`src/hdl/gtpc_pkg.sv`:
```
`default_nettype none

package gtpc_pkg;

  // register indexes on the configuration port
  typedef enum logic [1:0] {
    CFG_GRID_TILES_X    = 2'd0,
    CFG_GRID_TILES_Y    = 2'd1,
    CFG_TILES_PER_PATCH = 2'd2,
    CFG_UNUSED          = 2'd3
  } cfg_idx_e;

  // patch classification codes
  typedef enum logic [1:0] {
    PC_CLEAR = 2'd0,
    PC_HIT   = 2'd1,
    PC_MIXED = 2'd2
  } patch_class_e;

  localparam int unsigned CFG_W   = 7;
  localparam int unsigned PATCH_W = 3;
  localparam int unsigned COORD_W = 6;

  // reset values of the registers
  localparam logic [CFG_W-1:0]   GRID_X_RST = 7'd1;
  localparam logic [CFG_W-1:0]   GRID_Y_RST = 7'd1;
  localparam logic [PATCH_W-1:0] PATCH_RST  = 3'd7;

  // per patch column flags carried along the flag chain
  typedef struct packed {
    logic valid;
    logic all_clear;
    logic all_hit;
  } flag_t;

  // one result item
  typedef struct packed {
    logic [COORD_W-1:0] tile_col;
    logic [COORD_W-1:0] tile_row;
    logic               tile_hit;
    logic               patch_valid;
    logic [COORD_W-1:0] patch_col;
    logic [COORD_W-1:0] patch_row;
    patch_class_e       patch_class;
    logic               grid_done;
  } res_t;

endpackage

`default_nettype wire

```
`src/hdl/gtpc_lb_cell.sv`:
```
`default_nettype none

// one vertex bit of the line buffer chain
module gtpc_lb_cell (
  input  wire logic clk_i,
  input  wire logic shift_i,
  input  wire logic load_sel_i,
  input  wire logic ins_i,
  input  wire logic prev_i,
  output logic      q_o
);

  logic bit_q;
  logic bit_d;

  // the insertion point takes the new vertex, every other cell its neighbor
  always_comb begin
    bit_d = load_sel_i ? ins_i : prev_i;
  end

  always_ff @(posedge clk_i) begin
    if (shift_i) begin
      bit_q <= bit_d;
    end
  end

  assign q_o = bit_q;

endmodule

`default_nettype wire

```
`src/hdl/gtpc_flag_cell.sv`:
```
`default_nettype none

// one entry of the patch column flag chain
module gtpc_flag_cell (
  input  wire logic           clk_i,
  input  wire logic           rst_ni,
  input  wire logic           clear_i,
  input  wire logic           shift_i,
  input  wire logic           load_sel_i,
  input  wire gtpc_pkg::flag_t ins_i,
  input  wire gtpc_pkg::flag_t prev_i,
  output gtpc_pkg::flag_t     q_o
);

  logic            valid_q;
  logic            valid_d;
  logic            clr_q;
  logic            hit_q;
  gtpc_pkg::flag_t ent_d;

  // pick the entry this cell takes on a shift
  always_comb begin
    ent_d   = load_sel_i ? ins_i : prev_i;
    valid_d = valid_q;
    if (clear_i) begin
      valid_d = 1'b0;
    end else if (shift_i) begin
      valid_d = ent_d.valid;
    end
  end

  // valid bit, cleared at once on a new grid
  always_ff @(posedge clk_i or negedge rst_ni) begin
    if (!rst_ni) begin
      valid_q <= 1'b0;
    end else begin
      valid_q <= valid_d;
    end
  end

  // flag payload
  always_ff @(posedge clk_i) begin
    if (shift_i) begin
      clr_q <= ent_d.all_clear;
      hit_q <= ent_d.all_hit;
    end
  end

  assign q_o = '{valid: valid_q, all_clear: clr_q, all_hit: hit_q};

endmodule

`default_nettype wire

```
`src/hdl/grid_tile_patch_classifier.sv`:
```
`default_nettype none

// channel   | signals                                         | direction
// ----------+-------------------------------------------------+----------
// in        | in_valid_i, in_stall_o, vertex_hit_i            | in
// out       | out_valid_o, out_stall_i, tile_*_o, patch_*_o,  | out
//           | grid_done_o                                     |
// cfg       | cfg_we_i, cfg_idx_i, cfg_wdata_i                | in
//
// one vertex is taken every cycle while in_stall_o is low; its tile result is registered
// the line buffer is a chain of cells shifted per vertex, the patch flags one shifted per
// finished patch column, so each item does one neighbor-to-neighbor move and nothing iterates
// an output register plus a skid register decouple the two channels;
// in_stall_o comes from the skid register only
// reset clears the counters and the flag valid bits at once, no clearing pass
// a register write (not to CFG_UNUSED) restarts the scan at the first vertex of a new grid
module grid_tile_patch_classifier #(
  parameter int unsigned MAX_TILES = 64
) (
  input  wire logic        clk_i,
  input  wire logic        rst_ni,
  input  wire logic        cfg_we_i,
  input  wire logic [1:0]  cfg_idx_i,
  input  wire logic [6:0]  cfg_wdata_i,
  input  wire logic        in_valid_i,
  output logic             in_stall_o,
  input  wire logic        vertex_hit_i,
  output logic             out_valid_o,
  input  wire logic        out_stall_i,
  output logic             tile_valid_o,
  output logic [5:0]       tile_col_o,
  output logic [5:0]       tile_row_o,
  output logic             tile_hit_o,
  output logic             patch_valid_o,
  output logic [5:0]       patch_col_o,
  output logic [5:0]       patch_row_o,
  output logic [1:0]       patch_class_o,
  output logic             grid_done_o
);

  localparam int unsigned CW   = $clog2(MAX_TILES + 1);
  localparam int unsigned LB_N = MAX_TILES + 1;
  localparam int unsigned FL_N = MAX_TILES;

  // configuration registers
  logic [gtpc_pkg::CFG_W-1:0]   cfg_x_q;
  logic [gtpc_pkg::CFG_W-1:0]   cfg_y_q;
  logic [gtpc_pkg::PATCH_W-1:0] cfg_t_q;
  logic                         cfg_hit;

  // scan state
  logic [CW-1:0]                col_q, col_d;
  logic [CW-1:0]                row_q, row_d;
  logic [gtpc_pkg::PATCH_W-1:0] icol_q, icol_d;
  logic [gtpc_pkg::PATCH_W-1:0] irow_q, irow_d;
  logic [CW-1:0]                pc_q, pc_d;
  logic [gtpc_pkg::COORD_W-1:0] prc_q, prc_d;
  logic [CW-1:0]                npc_q, npc_d;
  logic                         left_q;
  logic                         tail2_q;
  logic                         acc_clr_q;
  logic                         acc_hit_q;

  // derived per item values
  logic [CW-1:0]                nx;
  logic [CW-1:0]                ny;
  logic [gtpc_pkg::PATCH_W-1:0] t_m1;
  logic                         in_acc;
  logic                         is_tile;
  logic                         last_col;
  logic                         last_row;
  logic                         col_end;
  logic                         row_end;
  logic                         hit;
  logic                         base_clr;
  logic                         base_hit;
  logic                         new_clr;
  logic                         new_hit;
  logic                         restart;
  logic                         fl_shift;
  gtpc_pkg::flag_t              fl_ins;
  gtpc_pkg::flag_t              head;
  gtpc_pkg::res_t               res;

  // cell chains
  logic                         lb_bit [LB_N];
  gtpc_pkg::flag_t              fl_ent [FL_N];

  // output register and skid
  gtpc_pkg::res_t               out_q, skid_q;
  logic                         out_vld_q, skid_vld_q;
  logic                         take;
  logic                         push;

  // clamped grid size and patch side
  always_comb begin
    if (cfg_x_q == '0) begin
      nx = CW'(1);
    end else if (int'(cfg_x_q) > int'(MAX_TILES)) begin
      nx = CW'(MAX_TILES);
    end else begin
      nx = CW'(cfg_x_q);
    end
    if (cfg_y_q == '0) begin
      ny = CW'(1);
    end else if (int'(cfg_y_q) > int'(MAX_TILES)) begin
      ny = CW'(MAX_TILES);
    end else begin
      ny = CW'(cfg_y_q);
    end
    t_m1 = (cfg_t_q == '0) ? '0 : cfg_t_q - 3'd1;
  end

  assign in_stall_o = skid_vld_q;
  assign in_acc     = in_valid_i & ~in_stall_o;
  assign cfg_hit    = cfg_we_i & (cfg_idx_i != gtpc_pkg::CFG_UNUSED);

  // line buffer chain: new vertex enters nx+1 cells before the tail
  for (genvar k = 0; k < LB_N; k++) begin : g_lb
    gtpc_lb_cell u_cell (
      .clk_i      (clk_i),
      .shift_i    (in_acc),
      .load_sel_i (nx == CW'(LB_N - 1 - k)),
      .ins_i      (vertex_hit_i),
      .prev_i     ((k == 0) ? 1'b0 : lb_bit[(k == 0) ? 0 : k - 1]),
      .q_o        (lb_bit[k])
    );
  end

  // flag chain: an entry comes back to the head one row later
  for (genvar k = 0; k < FL_N; k++) begin : g_fl
    gtpc_flag_cell u_cell (
      .clk_i      (clk_i),
      .rst_ni     (rst_ni),
      .clear_i    (restart),
      .shift_i    (fl_shift),
      .load_sel_i (npc_q == CW'(FL_N - k)),
      .ins_i      (fl_ins),
      .prev_i     ((k == 0) ? gtpc_pkg::flag_t'('0) : fl_ent[(k == 0) ? 0 : k - 1]),
      .q_o        (fl_ent[k])
    );
  end

  assign head = fl_ent[FL_N-1];

  // tile hit and patch flag update
  always_comb begin
    is_tile  = (row_q != '0) && (col_q != '0);
    last_col = (col_q == nx);
    last_row = (row_q == ny);
    col_end  = (icol_q == t_m1) || last_col;
    row_end  = (irow_q == t_m1) || last_row;
    hit      = tail2_q | lb_bit[LB_N-1] | left_q | vertex_hit_i;
    if (icol_q == '0) begin
      base_clr = head.valid ? head.all_clear : 1'b1;
      base_hit = head.valid ? head.all_hit : 1'b1;
    end else begin
      base_clr = acc_clr_q;
      base_hit = acc_hit_q;
    end
    new_clr  = base_clr & ~hit;
    new_hit  = base_hit & hit;
    fl_shift = in_acc & is_tile & col_end;
    fl_ins   = '{valid: ~row_end, all_clear: new_clr, all_hit: new_hit};
    restart  = cfg_hit | (in_acc & last_col & last_row);
  end

  // result item
  always_comb begin
    res             = '0;
    res.tile_col    = gtpc_pkg::COORD_W'(col_q - CW'(1));
    res.tile_row    = gtpc_pkg::COORD_W'(row_q - CW'(1));
    res.tile_hit    = hit;
    res.patch_valid = col_end & row_end;
    res.patch_class = gtpc_pkg::PC_CLEAR;
    if (col_end && row_end) begin
      res.patch_col = gtpc_pkg::COORD_W'(pc_q);
      res.patch_row = prc_q;
      if (new_hit) begin
        res.patch_class = gtpc_pkg::PC_HIT;
      end else if (new_clr) begin
        res.patch_class = gtpc_pkg::PC_CLEAR;
      end else begin
        res.patch_class = gtpc_pkg::PC_MIXED;
      end
    end
    res.grid_done   = last_col & last_row;
  end

  // scan counters
  always_comb begin
    col_d  = col_q;
    row_d  = row_q;
    icol_d = icol_q;
    irow_d = irow_q;
    pc_d   = pc_q;
    prc_d  = prc_q;
    npc_d  = npc_q;
    if (cfg_hit) begin
      col_d  = '0;
      row_d  = '0;
      icol_d = '0;
      irow_d = '0;
      pc_d   = '0;
      prc_d  = '0;
      npc_d  = '0;
    end else if (in_acc) begin
      // count patch columns while the first vertex row goes by
      if ((row_q == '0) && (col_q != '0) && col_end) begin
        npc_d = npc_q + CW'(1);
      end
      if (last_col) begin
        col_d  = '0;
        icol_d = '0;
        pc_d   = '0;
        if (row_q != '0) begin
          if (irow_q >= t_m1) begin
            irow_d = '0;
            prc_d  = prc_q + 6'd1;
          end else begin
            irow_d = irow_q + 3'd1;
          end
        end
        if (last_row) begin
          row_d  = '0;
          irow_d = '0;
          prc_d  = '0;
          npc_d  = '0;
        end else begin
          row_d = row_q + CW'(1);
        end
      end else begin
        col_d = col_q + CW'(1);
        if (col_q != '0) begin
          if (col_end) begin
            icol_d = '0;
            pc_d   = pc_q + CW'(1);
          end else begin
            icol_d = icol_q + 3'd1;
          end
        end
      end
    end
  end

  // control registers
  always_ff @(posedge clk_i or negedge rst_ni) begin
    if (!rst_ni) begin
      cfg_x_q <= gtpc_pkg::GRID_X_RST;
      cfg_y_q <= gtpc_pkg::GRID_Y_RST;
      cfg_t_q <= gtpc_pkg::PATCH_RST;
      col_q   <= '0;
      row_q   <= '0;
      icol_q  <= '0;
      irow_q  <= '0;
      pc_q    <= '0;
      prc_q   <= '0;
      npc_q   <= '0;
    end else begin
      if (cfg_we_i) begin
        unique case (cfg_idx_i)
          gtpc_pkg::CFG_GRID_TILES_X:    cfg_x_q <= cfg_wdata_i;
          gtpc_pkg::CFG_GRID_TILES_Y:    cfg_y_q <= cfg_wdata_i;
          gtpc_pkg::CFG_TILES_PER_PATCH: cfg_t_q <= cfg_wdata_i[2:0];
          default: ;
        endcase
      end
      col_q  <= col_d;
      row_q  <= row_d;
      icol_q <= icol_d;
      irow_q <= irow_d;
      pc_q   <= pc_d;
      prc_q  <= prc_d;
      npc_q  <= npc_d;
    end
  end

  // left neighbor, upper-left tap and running patch flags
  always_ff @(posedge clk_i) begin
    if (in_acc) begin
      left_q  <= vertex_hit_i;
      tail2_q <= lb_bit[LB_N-1];
      if (is_tile) begin
        acc_clr_q <= new_clr;
        acc_hit_q <= new_hit;
      end
    end
  end

  // output register with skid
  assign take = out_vld_q & ~out_stall_i;
  assign push = in_acc & is_tile;

  always_ff @(posedge clk_i or negedge rst_ni) begin
    if (!rst_ni) begin
      out_vld_q  <= 1'b0;
      skid_vld_q <= 1'b0;
    end else begin
      if (skid_vld_q) begin
        if (take) begin
          skid_vld_q <= 1'b0;
        end
      end else if (push) begin
        if (out_vld_q && !take) begin
          skid_vld_q <= 1'b1;
        end else begin
          out_vld_q <= 1'b1;
        end
      end else if (take) begin
        out_vld_q <= 1'b0;
      end
    end
  end

  always_ff @(posedge clk_i) begin
    if (skid_vld_q) begin
      if (take) begin
        out_q <= skid_q;
      end
    end else if (push) begin
      if (out_vld_q && !take) begin
        skid_q <= res;
      end else begin
        out_q <= res;
      end
    end
  end

  assign out_valid_o   = out_vld_q;
  assign tile_valid_o  = out_vld_q;
  assign tile_col_o    = out_q.tile_col;
  assign tile_row_o    = out_q.tile_row;
  assign tile_hit_o    = out_q.tile_hit;
  assign patch_valid_o = out_q.patch_valid;
  assign patch_col_o   = out_q.patch_col;
  assign patch_row_o   = out_q.patch_row;
  assign patch_class_o = out_q.patch_class;
  assign grid_done_o   = out_q.grid_done;

endmodule

`default_nettype wire

```
`config.mk`:
```
export PLATFORM = sky130hd
export DESIGN_NAME = grid_tile_patch_classifier
export DESIGN_NICKNAME = d
export VERILOG_FILES = /design/src/hdl/gtpc_pkg.sv /design/src/hdl/gtpc_lb_cell.sv /design/src/hdl/gtpc_flag_cell.sv /design/src/hdl/grid_tile_patch_classifier.sv
export SDC_FILE = /design/constraint.sdc
export NUM_CORES = 1
export LEC_CHECK = 0
export BUFFER_PORTS_ARGS = -buffer_cell sky130_fd_sc_hd__buf_2
export CORE_MARGIN = 2
export CORE_UTILIZATION = 41
export DETAILED_ROUTE_END_ITERATION = 6
export PLACE_DENSITY = 0.64
export SLEW_MARGIN = 40
export SYNTH_ARGS = -nofsm -noshare
export SYNTH_HDL_FRONTEND = slang
export SYNTH_SLANG_ARGS = --single-unit
```
`constraint.sdc`:
```
create_clock -name clk_i -period 5.1 [get_ports clk_i]
set_input_delay 1.02 -clock clk_i [delete_from_list [all_inputs] [get_ports clk_i]]
set_output_delay 1.02 -clock clk_i [all_outputs]
set_load 0.01 [all_outputs]
```
# ---- Word level (Yosys, flattened, before mapping)
# Index checks and enable logic that the tools add are counted.
dict set report classes {
  mux 313
  reduce_logical 38
  bitwise_logic 19
  n_addsub 10
  n_lt_le_gt_ge 3
  n_eq_ne 138
}
# operator n
set op_table {}
lappend op_table {{$eq A7 B6 Y1 const B} 64}
lappend op_table {{$mux W3} 76}
lappend op_table {{$eq A7 B5 Y1 const B} 32}
lappend op_table {{$mux W1} 203}
lappend op_table {{$mux W7} 21}
lappend op_table {{$mux W29} 4}
lappend op_table {{$eq A7 B4 Y1 const B} 16}
lappend op_table {{$eq A7 B3 Y1 const B} 8}
lappend op_table {{$mux W6} 6}
lappend op_table {{$add A7 B1 Y7 const B} 4}
lappend op_table {{$eq A7 B2 Y1 const B} 4}
lappend op_table {{$logic_not A7 Y1} 4}
lappend op_table {{$reduce_and A3 Y1} 5}
lappend op_table {{$eq A7 B1 Y1 const B} 2}
lappend op_table {{$eq A7 B7 Y1} 2}
lappend op_table {{$eq A7 B7 Y1 const B} 2}
lappend op_table {{$gt A7 B7 Y1 const B} 2}
lappend op_table {{$mux W14} 1}
lappend op_table {{$reduce_bool A7 Y1} 2}
lappend op_table {{$reduce_and A2 Y1} 6}
lappend op_table {{$reduce_bool A3 Y1} 4}
lappend op_table {{$sub A6 B1 Y6 const B} 2}
lappend op_table {{$and A1 B1 Y1} 11}
lappend op_table {{$reduce_bool A2 Y1} 5}
lappend op_table {{18 further kinds} 35}
dict set report word_totals {
  elab_cells 810
  regBits 378
  out_inout_bits 32
}

# ---- Logic depth before layout (Yosys ltp)
# Gate-level depths: netlist of the first run.
dict set report logic_depth {
  depth_word 11
  ltp_mapped 12
  mapped_depth_nobuf 10
}

# ---- Modules after synthesis
# From an unflattened synthesis of the first run, not the netlist that was laid out.
dict set report unflattened {
  cells_unflattened 1574
  hier_area_um2 19792.7
}
# module n_inst cells_per_inst area_each_um2
set by_module_without_submodules {}
lappend by_module_without_submodules {gtpc_flag_cell 64 11 156.4}
lappend by_module_without_submodules {grid_tile_patch_classifier 1 740 6855.3}
lappend by_module_without_submodules {gtpc_lb_cell 65 2 45.0}

# ---- Worst setup path before layout of the first run
# No wires, ideal clock.
dict set report synth_path {
  path_type {input to register}
  startpoint {input port in_valid_i}
  endpoint {register g_fl[41].u_cell.valid_q}
  stages 8
  required_time_ns 5.006
  slack_ns 0.959
  arrival_ns 4.047
  path_buffers 3
  path_cell_list {nand2b_1 clkbuf_1 clkinv_1 nor2_1 nor2_2 buf_4 buf_6 a211oi_2}
}
dict set report synth_via {
  elab_chain_len 5
}
# item line
set synth_rtl {}
lappend synth_rtl {{start: declaration} grid_tile_patch_classifier.sv:25} ;# input wire logic in_valid_i,
lappend synth_rtl {{$and A1 B1 Y1 *} grid_tile_patch_classifier.sv:115} ;# assign in_acc = in_valid_i & ~in_stall_o;
lappend synth_rtl {{via g_lb[0].u_cell.shift_i} gtpc_lb_cell.sv:6} ;# input wire logic shift_i,
lappend synth_rtl {{$and A1 B1 Y1 (2 in series)} grid_tile_patch_classifier.sv:165} ;# restart = cfg_hit | (in_acc & last_col & last_row);
lappend synth_rtl {{$or A1 B1 Y1} grid_tile_patch_classifier.sv:165}
lappend synth_rtl {{$mux W1 / $reduce_bool A2 Y1 (equally long branches)} -}
lappend synth_rtl {{end signal: assignment} gtpc_flag_cell.sv:37} ;# valid_q <= valid_d;
lappend synth_rtl {{end: declaration} gtpc_flag_cell.sv:15} ;# logic valid_q;
# The timed path passes the listed nets; every way through them passes the cells marked *.
# A chain may end at the register's enable or synchronous reset.

# ---- Final worst setup path of the first run
dict set report layout_path {
  startpoint {register cfg_x_q[6] in the netlist's numbering}
  endpoint {register g_fl[21].u_cell.valid_q}
}
dict set report layout_via {
  elab_chain_len 8
}
# item line
set layout_rtl {}
lappend layout_rtl {{start: declaration} grid_tile_patch_classifier.sv:46} ;# logic [gtpc_pkg::CFG_W-1:0] cfg_x_q;
lappend layout_rtl {{start signal: assignment} grid_tile_patch_classifier.sv:249} ;# cfg_x_q <= gtpc_pkg::GRID_X_RST;
lappend layout_rtl {{start signal: assignment} grid_tile_patch_classifier.sv:262} ;# gtpc_pkg::CFG_GRID_TILES_X: cfg_x_q <= cfg_wdata_i;
lappend layout_rtl {{$gt A7 B7 Y1} grid_tile_patch_classifier.sv:99} ;# end else if (int'(cfg_x_q) > int'(MAX_TILES)) begin
lappend layout_rtl {{$mux W7} grid_tile_patch_classifier.sv:99}
lappend layout_rtl {{$mux W7 *} grid_tile_patch_classifier.sv:97} ;# if (cfg_x_q == '0) begin
lappend layout_rtl {{$eq A7 B7 Y1 *} grid_tile_patch_classifier.sv:149} ;# last_col = (col_q == nx);
lappend layout_rtl {{$and A1 B1 Y1 (2 in series)} grid_tile_patch_classifier.sv:165}
lappend layout_rtl {{$or A1 B1 Y1} grid_tile_patch_classifier.sv:165}
lappend layout_rtl {{$mux W1 / $reduce_bool A2 Y1 (equally long branches)} -}
lappend layout_rtl {{end signal: assignment} gtpc_flag_cell.sv:37}
lappend layout_rtl {{end: declaration} gtpc_flag_cell.sv:15}
# Every way passes the cells marked *; elsewhere a longest branch is shown, timed or not.

==> results of run 1 <==
==> layer usage <==
layer | up-vias | global-route usage | routed length (um)
met3 | 56 | 0.0230 | 1560
li1 | 5438 | - | -
met4 | 0 | 0.0488 | 863
met1 | 5662 | 0.241 | 17900
met2 | 243 | 0.268 | 17900
met5 | - | 0 | 0
==> worst reg2reg max path: cells and delay by family, from the launching register on <==
kind | cells | cell delay (ns)
DFF | 1 | 0.76
and+or+nand+nor | 4 | 1.39
AOI/OAI and AO/OA | 3 | 0.40
buffers and inverters | 1 | 0.52
==> cell families after synthesis <==
family | Yosys count | share of synthesized area
multiplexers | 239 | 0.145
AO/OA/AOI/OAI | 223 | 0.0918
adder cells (fa/ha/maj) | 18 | 0.0124
AND/OR/NAND/NOR | 492 | 0.124
flip-flops | 377 | 0.591
XOR/XNOR | 19 | 0.00917
buffers and inverters | 114 | 0.0272
==> placed cells by master (no fill, tap or decap), types with 5 or more instances in the layout <==
master	count
clkinv_1	5
nor2_1	178
buf_2	45
nor3b_1	7
nor3_1	36
a211oi_2	48
o21ai_0	67
nor4_1	6
nand2b_1	15
and2_1	22
clkbuf_1	13
dfrtp_1	117
a21oi_1	39
clkinv_2	6
mux2_2	193
nand3b_1	6
and3_1	9
nand3_1	12
dfstp_2	5
or3_1	7
mux2i_1	46
a211oi_1	17
edfxtp_1	255
nand4_1	10
o31ai_1	8
nor2b_1	9
a31oi_1	10
nand2_1	151
xor2_1	10
buf_4	15
ha_1	18
inv_1	20
clkbuf_16	40
xnor2_1	9
==> registers in the layout, indices dropped and copies added (netlist names), 2 cells and up <==
| register | cells |
|---|---|
| cfg_x_q | 7 |
| irow_q | 3 |
| npc_q | 7 |
| prc_q | 6 |
| g_fl.u_cell.hit_q | 64 |
| row_q | 7 |
| patch_class_o | 2 |
| g_fl.u_cell.clr_q | 64 |
| pc_q | 6 |
| col_q | 7 |
| patch_col_o | 6 |
| g_fl.u_cell.valid_q | 64 |
| g_lb.u_cell.q_o | 65 |
| skid_q | 29 |
| cfg_y_q | 7 |
| tile_col_o | 6 |
| cfg_t_q | 3 |
| tile_row_o | 6 |
| patch_row_o | 6 |
| icol_q | 3 |
==> area by class of cell <==
| cell class | instances | area, sq um | share of cell area |
|---|---|---|---|
| Inverter | 24 | 90.1 | 0.00446 |
| Clock buffer | 57 | 1100 | 0.0547 |
| Timing Repair Buffer | 66 | 452 | 0.0224 |
| Tap cell | 592 | 741 | 0.0367 |
| Clock inverter | 14 | 111 | 0.00552 |
| Sequential cell | 377 | 10700 | 0.531 |
| Multi-Input combinational cell | 991 | 6970 | 0.345 |
==> final timing paths <==
path	startpoint	end	slack, ns	cells after the start
worst max-delay path	cfg_x_q[6]$_DFFE_PN0P_	g_fl[21].u_cell.valid_q$_DFFE_PN0P_	1.88	8
min in group clk_i	g_lb[63].u_cell.q_o$_DFFE_PP_	g_lb[64].u_cell.q_o$_DFFE_PP_	0.44	0
max in group asynchronous	rst_ni	g_fl[10].u_cell.valid_q$_DFFE_PN0P_	3.59	3
worst min-delay path	rst_ni	g_fl[57].u_cell.valid_q$_DFFE_PN0P_	0.38	1
worst min register to register	g_lb[63].u_cell.q_o$_DFFE_PP_	g_lb[64].u_cell.q_o$_DFFE_PP_	0.44	0
worst max register to register	cfg_x_q[6]$_DFFE_PN0P_	g_fl[21].u_cell.valid_q$_DFFE_PN0P_	1.88	8
==> power by group <==
group,total [mW],internal [mW],switching (mW)
Combinational,2.12,0.759,1.36
Clock,2.74,1.56,1.18
Sequential,4.19,3.92,0.265
Total,9.04,6.24,2.80
==> metrics.txt, run 1 <==
Worst Path Max Fanout=39; Unique masters post-synth=64; Power Dens Cells=448 nW/um^2; Top FF cell, synth=edfxtp_1; syn nets=1515; Syn Inst Count=1482; Avg Vias per Cell=5.37; CTS clk-pin slew, worst paths=0.06 ns; vias in the first global route=11500; largest net degree at the start of global routing=96; final setup vio count=0; WL final=38300 um; root buf cell=clkbuf_16; Bufs and invs on worst path=1; Via Count=11400; Slowest cell on crit path=dfrtp_1; hold-fix buffers at CTS=0; Initial Util=0.413; Max-slew headroom=0.498; # DRC=0; first-pass GRT wire length=62800 um; Longest Clk Path Bufs=3; GRT Overall Usage=0.168; Pleak=7.05 nW; row cnt=77; setup bufs post-CTS=0; initial antenna violation count=0; worst slack at placement=1.59 ns; die height=214 um; full die area=45900 sq um; Filler Cell Count=4021; critical path, cell by cell=and3b_1 -> a31oi_1 -> or4b_1 -> nor2_2 -> a211oi_4 -> nor2_4 -> buf_4 -> a211oi_1; synth cell count leaders=edfxtp_1, mux2_2, nor2_1; Synth top area share=0.422; TritonRoute pass-1 iters=5; NumNets Final=1532; CP delay by family, top=simple AND/OR/NAND/NOR gates; total gr overflow=0; CP required=5.49 ns; Final Critical Period=3.22 ns; setup tns final=0 ns; Die Wd=214 um; Design Power=9.04 mW; most common cell in the netlist=edfxtp_1; Post-synth ARST share=0.324; Finished Core Util=0.460; drt initial violations=750; area post-placement=18900 sq um; max cap viols=0; ant diodes=0; total CTS buffers=39; post-cts repair resize count=0; synth warn=0; Area Growth Syn to Fin=11.3%; WS Path Type=reg -> reg; measured slew at the worst slew-check pin=0.746 ns; Synth Register Bits=377; worst hold slack=0.384 ns; endpoint class of the critical path=flip-flop; peak supply drop=0.274 mV; TritonCTS clock tree=done; routability cong.=0.808; mean routed wirelength per cell=18.0 um; RSZ-0062 raised after global routing=no; CP max stage delay=0.76 ns; Post-DP HPWL=23700 um; Final period util=0.632; Pins Over Slew Limit=0; Num Clock Sinks=377; Final Hold Violating Endpoints=0; I/O Pins=47; status=finished, final reports clean; Mean Syn Cell Area=12.2 sq um; Final ANT Viol Nets=0; synth top area cells=edfxtp_1, dfrtp_1, mux2_2; Hold Path Class=in -> async; Max Clock Skew=0.0336 ns; Cells after DPL=2049; CP Data Arrival Time=3.61 ns; Port-buffer cells=46; post-synthesis sequential area ratio=0.591; Max H-tree Level=2; Worst-Skew Late Latency=0.56 ns; core area=43900 sq um; share of post-route cells with drive strength above 1=0.254; critical path launch point type=flip-flop; synthesized area=18100 sq um; Max Clock Freq=310 MHz; area leader, netlist=edfxtp_1; non-filler cells, final=2121; Post-synth EDFFs=255; Final WS setup=1.88 ns; final instance area=20200 sq um
No activity file was read; power rests on OpenSTA's default activity.
==> inputs of run 2 (changes only) <==
- ABC_AREA: unset -> 1
- PLACE_DENSITY: 0.64 -> 0.66
- clock period: 5.1 -> 2.7 ns (I/O delays scaled with it)
==> metrics.txt, run 2 <==
status=finished, final reports clean; Via Count=13100 (+15%); Mean Syn Cell Area=9.28 sq um (-24%); post-cts repair resize count=0 (unchanged); core area=42800 sq um (-2.6%); CP Data Arrival Time=2.94 ns (-0.67 ns); routability cong.=0.862 (+6.8%); Port-buffer cells=46 (unchanged); synth warn=0 (unchanged); mean routed wirelength per cell=15.4 um (-14%); full die area=44800 sq um (-2.5%); peak supply drop=0.521 mV (+90%); first-pass GRT wire length=64400 um (+2.5%); # DRC=0 (unchanged); Max Clock Freq=399 MHz (+29%); Register Area=10700 sq um (unchanged); Final Hold Violating Endpoints=0 (unchanged); Die Wd=212 um (-1.3%); Worst Path Max Fanout=64 (+64%); Avg Vias per Cell=5.21 (-3.1%); Final Critical Period=2.51 ns (-0.716 ns); most common cell in the netlist=nor2_1; Top FF cell, synth=edfxtp_1; Synth Register Bits=377 (unchanged); Worst-Skew Late Latency=0.56 ns (about the same); commonest cells after routing, fill and taps aside=nor2_1, nand2_1, edfxtp_1, o21ai_0, inv_1; area leader, netlist=edfxtp_1; post-synthesis sequential area ratio=0.606 (+0.0156); critical path, cell by cell=inv_1 -> nand2_1 -> xor2_1 -> o221ai_1 -> nor2_1 -> nand2_2 -> buf_4 -> o21ai_2 -> nand2_2 -> buf_12 -> o21ai_1 -> nor2_1; Max Clock Skew=0.0256 ns (-0.00806 ns); setup tns final=0 ns (unchanged); Filler Cell Count=3964 (-1.4%); ant diodes=0 (unchanged); WS Path Type=reg -> reg; net switching power=6.95 mW (+150%); Post-synth ARST share=0.324 (unchanged); Bufs and invs on worst path=3 (+2); total gr overflow=0 (unchanged); vias in the first global route=12700 (+11%); multi-input logic area=5960 sq um (-15%); CP max stage delay=0.51 ns (-0.25 ns); measured slew at the worst slew-check pin=0.729 ns (-0.0173 ns); setup bufs post-CTS=0 (unchanged); CTS clk-pin slew, worst paths=0.06 ns (about the same); total CTS buffers=42 (+7.7%); die height=212 um (-1.3%); root buf cell=clkbuf_16; Max-slew headroom=0.514 (+0.0161); internal cell power=13.1 mW (+110%); Finished Core Util=0.467 (+0.00787); Final period util=0.928 (+0.296); max reg flops=65 (unchanged); Sw Ratio=0.346 (+0.0357); Longest Clk Path Bufs=3 (unchanged); Post-synth EDFFs=255 (unchanged); Final ANT Viol Nets=0 (unchanged); WL final=39000 um (+1.8%); reg2reg path depth=12 (+4); TritonCTS clock tree=done; combinational share of power=0.296 (+0.062); row cnt=76 (-1.3%); Design Power=20.1 mW (+120%); endpoint class of the critical path=flip-flop; RSZ-0062 raised after global routing=no; Num Clock Sinks=377 (unchanged); final setup vio count=0 (unchanged); power share of the clock group=0.278 (-0.025); TritonRoute pass-1 iters=5 (unchanged); synth cell count leaders=nor2_1, nand2_1, edfxtp_1; Pins Over Slew Limit=0 (unchanged); critical path launch point type=flip-flop; hold-fix buffers at CTS=0 (unchanged); Unique masters post-synth=34 (-47%); Area Growth Syn to Fin=13.2%; Synth top area share=0.433 (+0.0112); synthesized area=17700 sq um (-2.6%); Max H-tree Level=2 (unchanged); CP delay by family, top=simple AND/OR/NAND/NOR gates; drt initial violations=1082 (+44%); initial antenna violation count=0 (unchanged); sequential share of power=0.426 (-0.037); Post-DP HPWL=24500 um (+3.2%); I/O Pins=47 (unchanged); commonest non-fill, non-tap cell in the layout=nor2_1; Pleak=8.15 nW (+16%); max cap viols=0 (unchanged); GRT Overall Usage=0.177 (+0.00860); Cells after DPL=2446 (+19%); Slowest cell on crit path=dfrtp_1; Hold Path Class=in -> async; Crit path depth=12 (+4); Syn Inst Count=1904 (+28%); Power Dens Cells=1000 nW/um^2 (+120%); largest net degree at the start of global routing=123 (+28%); synth top area cells=edfxtp_1, dfrtp_1, nor2_1; share of post-route cells with drive strength above 1=0.0895 (-0.164); NumNets Final=1977 (+29%); non-filler cells, final=2523 (+19%); syn nets=1937 (+28%); CP required=3.13 ns (-2.36 ns); Initial Util=0.413 (about the same)
-- run 2: cell types whose count changed after synthesis, moves of 55 or more --
| cell | delta |
|---|---|
| mux2_2 | -193 |
| nand2_1 | +180 |
| nor2_1 | +179 |
| inv_1 | +142 |
| o21ai_0 | +111 |
| a21oi_1 | +104 |
| o21ai_1 | +55 |
-- run 2: cell type report --
class / instances / area share
flip-flops and latches: 377 / 0.536
multi-input cells: 1276 / 0.298
clock buffers: 59 / 0.0603
well taps: 546 / 0.0342
repair buffers: 83 / 0.0338
inverters: 164 / 0.0310
clock inverters: 18 / 0.00688
-- run 2: routing by layer --
layer  global-route usage  share of wire
met4               0.0568          0.022
met5                    0              0
met3               0.0257          0.045
met2                0.284           0.46
met1                0.249           0.48
-- run 2: worst paths after layout --
| path | from | end | slack [ns] |
|---|---|---|---|
| min in group clk_i | vertex_hit_i | left_q$_DFFE_PP_ | 0.27 |
| max in group asynchronous | rst_ni | icol_q[1]$_DFFE_PN0P_ | 2.08 |
| min | rst_ni | g_fl[3].u_cell.valid_q$_DFFE_PN0P_ | 0.08 |
| max reg2reg | cfg_x_q[6]$_DFFE_PN0P_ | g_fl[6].u_cell.valid_q$_DFFE_PN0P_ | 0.19 |
| min reg2reg | g_lb[63].u_cell.q_o$_DFFE_PP_ | g_lb[64].u_cell.q_o$_DFFE_PP_ | 0.42 |
| max | cfg_x_q[6]$_DFFE_PN0P_ | g_fl[6].u_cell.valid_q$_DFFE_PN0P_ | 0.19 |
-- run 2: cells by family (layout without fill, tap and decap cells) --
family,count (synthesis),after routing,share of synthesized area
AND/OR/NAND/NOR,782,782,0.176
AO/OA/AOI/OAI,444,444,0.131
flip-flops,377,377,0.606
buffers and inverters,251,324,0.0585
XOR/XNOR,32,32,0.0159
adder cells (fa/ha/maj),18,18,0.0127
-- run 2: worst reg2reg max path: stages, from the launching register on --
cell	delay, ns
dfrtp_1	0.51
inv_1	0.14
nand2_1	0.17
xor2_1	0.17
o221ai_1	0.13
nor2_1	0.14
nand2_2	0.09
buf_4	0.17
o21ai_2	0.24
nand2_2	0.13
buf_12	0.20
o21ai_1	0.23
nor2_1	0.06
-- run 2: stage by stage --
stage,hold slack [ns],area (sq um),setup slack (ns)
finish,0.0793,20000,0.194
global route,0.145,20000,0.0115
CTS,0.123,20000,0.230
detailed placement,0.407,18600,0.266
global placement,0.408,18600,0.319
floorplan,0.244,17700,0.0222
-- run 2: power by group through the flow --
| stage | Combinational (mW) | Sequential (mW) | Clock, mW |
|---|---|---|---|
| final | 5.94 | 8.56 | 5.59 |
| after floorplan | 4.07 | 8.58 | 0 |
| after global routing | 6.72 | 8.69 | 5.99 |
| after global placement | 5.75 | 8.62 | 0 |
| after CTS | 5.92 | 8.56 | 5.74 |
| after detailed placement | 5.90 | 8.65 | 0 |
==> inputs of run 3 (changes only) <==
- PLACE_DENSITY: 0.66 -> 0.65
==> metrics.txt, run 3 (synthesis gave the netlist of run 2 again) <==
status=complete, but fails checks; failing checks=negative hold slack; Final Hold Violating Endpoints=1 (+1); max reg flops=65 (unchanged); Crit path depth=11 (-1); max cap viols=0 (unchanged); Power Dens Cells=1010 nW/um^2 (+0.21%); first-pass GRT wire length=64400 um (about the same); Num Clock Sinks=377 (unchanged); CP required=3.07 ns (-0.06 ns); measured slew at the worst slew-check pin=0.691 ns (-0.0380 ns); critical path, cell by cell=nor2_1 -> nand3_1 -> nand2_1 -> nand2_1 -> nand3_1 -> nand2_1 -> nor2_1 -> nand2_1 -> nand2_2 -> nand2_2 -> o21ai_0; commonest cells after routing, fill and taps aside=nor2_1, nand2_1, edfxtp_1, o21ai_0, inv_1; Max H-tree Level=2 (unchanged); TritonCTS clock tree=done; root buf cell=clkbuf_16; total CTS buffers=41 (-2.4%); reg2reg path depth=11 (-1); CP Data Arrival Time=2.80 ns (-0.14 ns); setup tns final=0 ns (unchanged); non-filler cells, final=2520 (-0.12%); Longest Clk Path Bufs=3 (unchanged); most used cell, CP=nand2_1; ant diodes=0 (unchanged); area post-placement=18700 sq um (+0.16%); mean routed wirelength per cell=15.6 um (+1.3%); full die area=44800 sq um (unchanged); final setup vio count=0 (unchanged); Cells after DPL=2445 (-0.041%); Post-DP HPWL=24700 um (+1.1%); TritonRoute pass-1 iters=6 (+1); Worst Path Max Fanout=16 (-75%); NumNets Final=1975 (-0.10%); Final ANT Viol Nets=0 (unchanged); commonest non-fill, non-tap cell in the layout=nor2_1; share of post-route cells with drive strength above 1=0.0892 (-0.000371); initial antenna violation count=0 (unchanged); Slowest cell on crit path=dfrtp_1; final instance area=20100 sq um (+0.31%); Bufs and invs on worst path=0 (-3); row cnt=76 (unchanged); Avg Vias per Cell=5.20 (about the same); Worst-Skew Late Latency=0.57 ns (about the same); Pins Over Slew Limit=0 (unchanged); CP delay by family, top=simple AND/OR/NAND/NOR gates; vias in the first global route=12600 (-1.2%); peak supply drop=0.592 mV (+14%); RSZ-0062 raised after global routing=no; Area Growth Syn to Fin=13.5%; core area=42800 sq um (unchanged); Max-slew headroom=0.539 (+0.0249); Filler Cell Count=4009 (+1.1%); routability cong.=0.863 (about the same); Max Clock Freq=412 MHz (+3.2%); GRT Overall Usage=0.179 (+0.00173); CP max stage delay=0.44 ns (-0.07 ns); worst hold slack=-0.000750 ns (-0.0800 ns); Pleak=8.16 nW (about the same); Via Count=13100 (-0.20%); WL final=39400 um (+1.2%); Port-buffer cells=46 (unchanged); endpoint class of the critical path=flip-flop; Final Critical Period=2.43 ns (-0.0784 ns); I/O Pins=47 (unchanged); Max Clock Skew=0.0232 ns (-0.00240 ns); largest net degree at the start of global routing=69 (-44%); setup bufs post-CTS=0 (unchanged); Final period util=0.899 (-0.0291); Initial Util=0.413 (unchanged); WS Path Type=reg -> reg; critical path launch point type=flip-flop; CTS clk-pin slew, worst paths=0.06 ns (about the same); drt initial violations=946 (-13%); total gr overflow=0 (unchanged); Die Wd=212 um (unchanged); # DRC=0 (unchanged); die height=212 um (unchanged); Hold Path Class=in -> async; hold-fix buffers at CTS=0 (unchanged)
## run 3: worst reg2reg max path, stage by stage, from the launching register on
cell and delay [ns]:
dfrtp_1 0.44, nor2_1 0.17, nand3_1 0.09, nand2_1 0.12
nand2_1 0.08, nand3_1 0.07, nand2_1 0.05, nor2_1 0.18
nand2_1 0.25, nand2_2 0.22, nand2_2 0.24, o21ai_0 0.32
## run 3: what timing repair did
action / 4_1_cts / 5_1_grt
endpoints found under the hold margin: 0 / 0
setup endpoints to repair: 0 / 162
gates resized for setup: 0 / 2
## run 3: through the flow
step | worst slack, ns | power (mW) | util | hold WS, ns
final | 0.272 | 20.2 | 0.469 | -0.000750
after floorplan | 0.0222 | 12.7 | - | 0.244
after global routing | 0.00228 | 21.5 | 0.469 | 0.0339
after detailed placement | 0.202 | 14.6 | 0.437 | 0.425
after global placement | 0.255 | 14.4 | 0.437 | 0.411
after CTS | 0.160 | 20.4 | 0.469 | 0.00353
## run 3: power breakdown
group | total [mW] | internal, mW | switching (mW)
registers | 8.56 | 7.96 | 0.604
logic | 5.95 | 1.89 | 4.06
clock network | 5.68 | 3.39 | 2.29
total | 20.2 | 13.2 | 6.96
## run 3: metal layers
layer / global-route usage / share of wire / vias to the layer above
met5: 0 / 0 / -
met4: 0.0595 / 0.024 / 0
met3: 0.0273 / 0.053 / 68
met2: 0.288 / 0.46 / 344
met1: 0.248 / 0.46 / 6214
li1: - / - / 6490
## run 3: worst paths after layout
kind                                          startpoint                                 end  slack (ns)
max                               cfg_y_q[2]$_DFFE_PN0P_             patch_valid_o$_DFFE_PP_        0.27
min                                               rst_ni  g_fl[3].u_cell.valid_q$_DFFE_PN0P_     -0.0008
max reg2reg                       cfg_y_q[2]$_DFFE_PN0P_             patch_valid_o$_DFFE_PP_        0.27
min reg2reg                g_lb[63].u_cell.q_o$_DFFE_PP_       g_lb[64].u_cell.q_o$_DFFE_PP_        0.42
max in group asynchronous                         rst_ni              cfg_t_q[1]$_DFFE_PN1P_        1.95
min in group clk_i                          vertex_hit_i                    left_q$_DFFE_PP_        0.26
## run 3: layout make-up
class                           count  area, sq um  share of cell area
Multi-Input combinational cell   1276         5960               0.297
Clock inverter                     15          180             0.00898
Tap cell                          546          683              0.0341
Timing Repair Buffer               82          703              0.0350
Inverter                          164          623              0.0311
Sequential cell                   377        10700               0.534
Clock buffer                       60         1200              0.0598
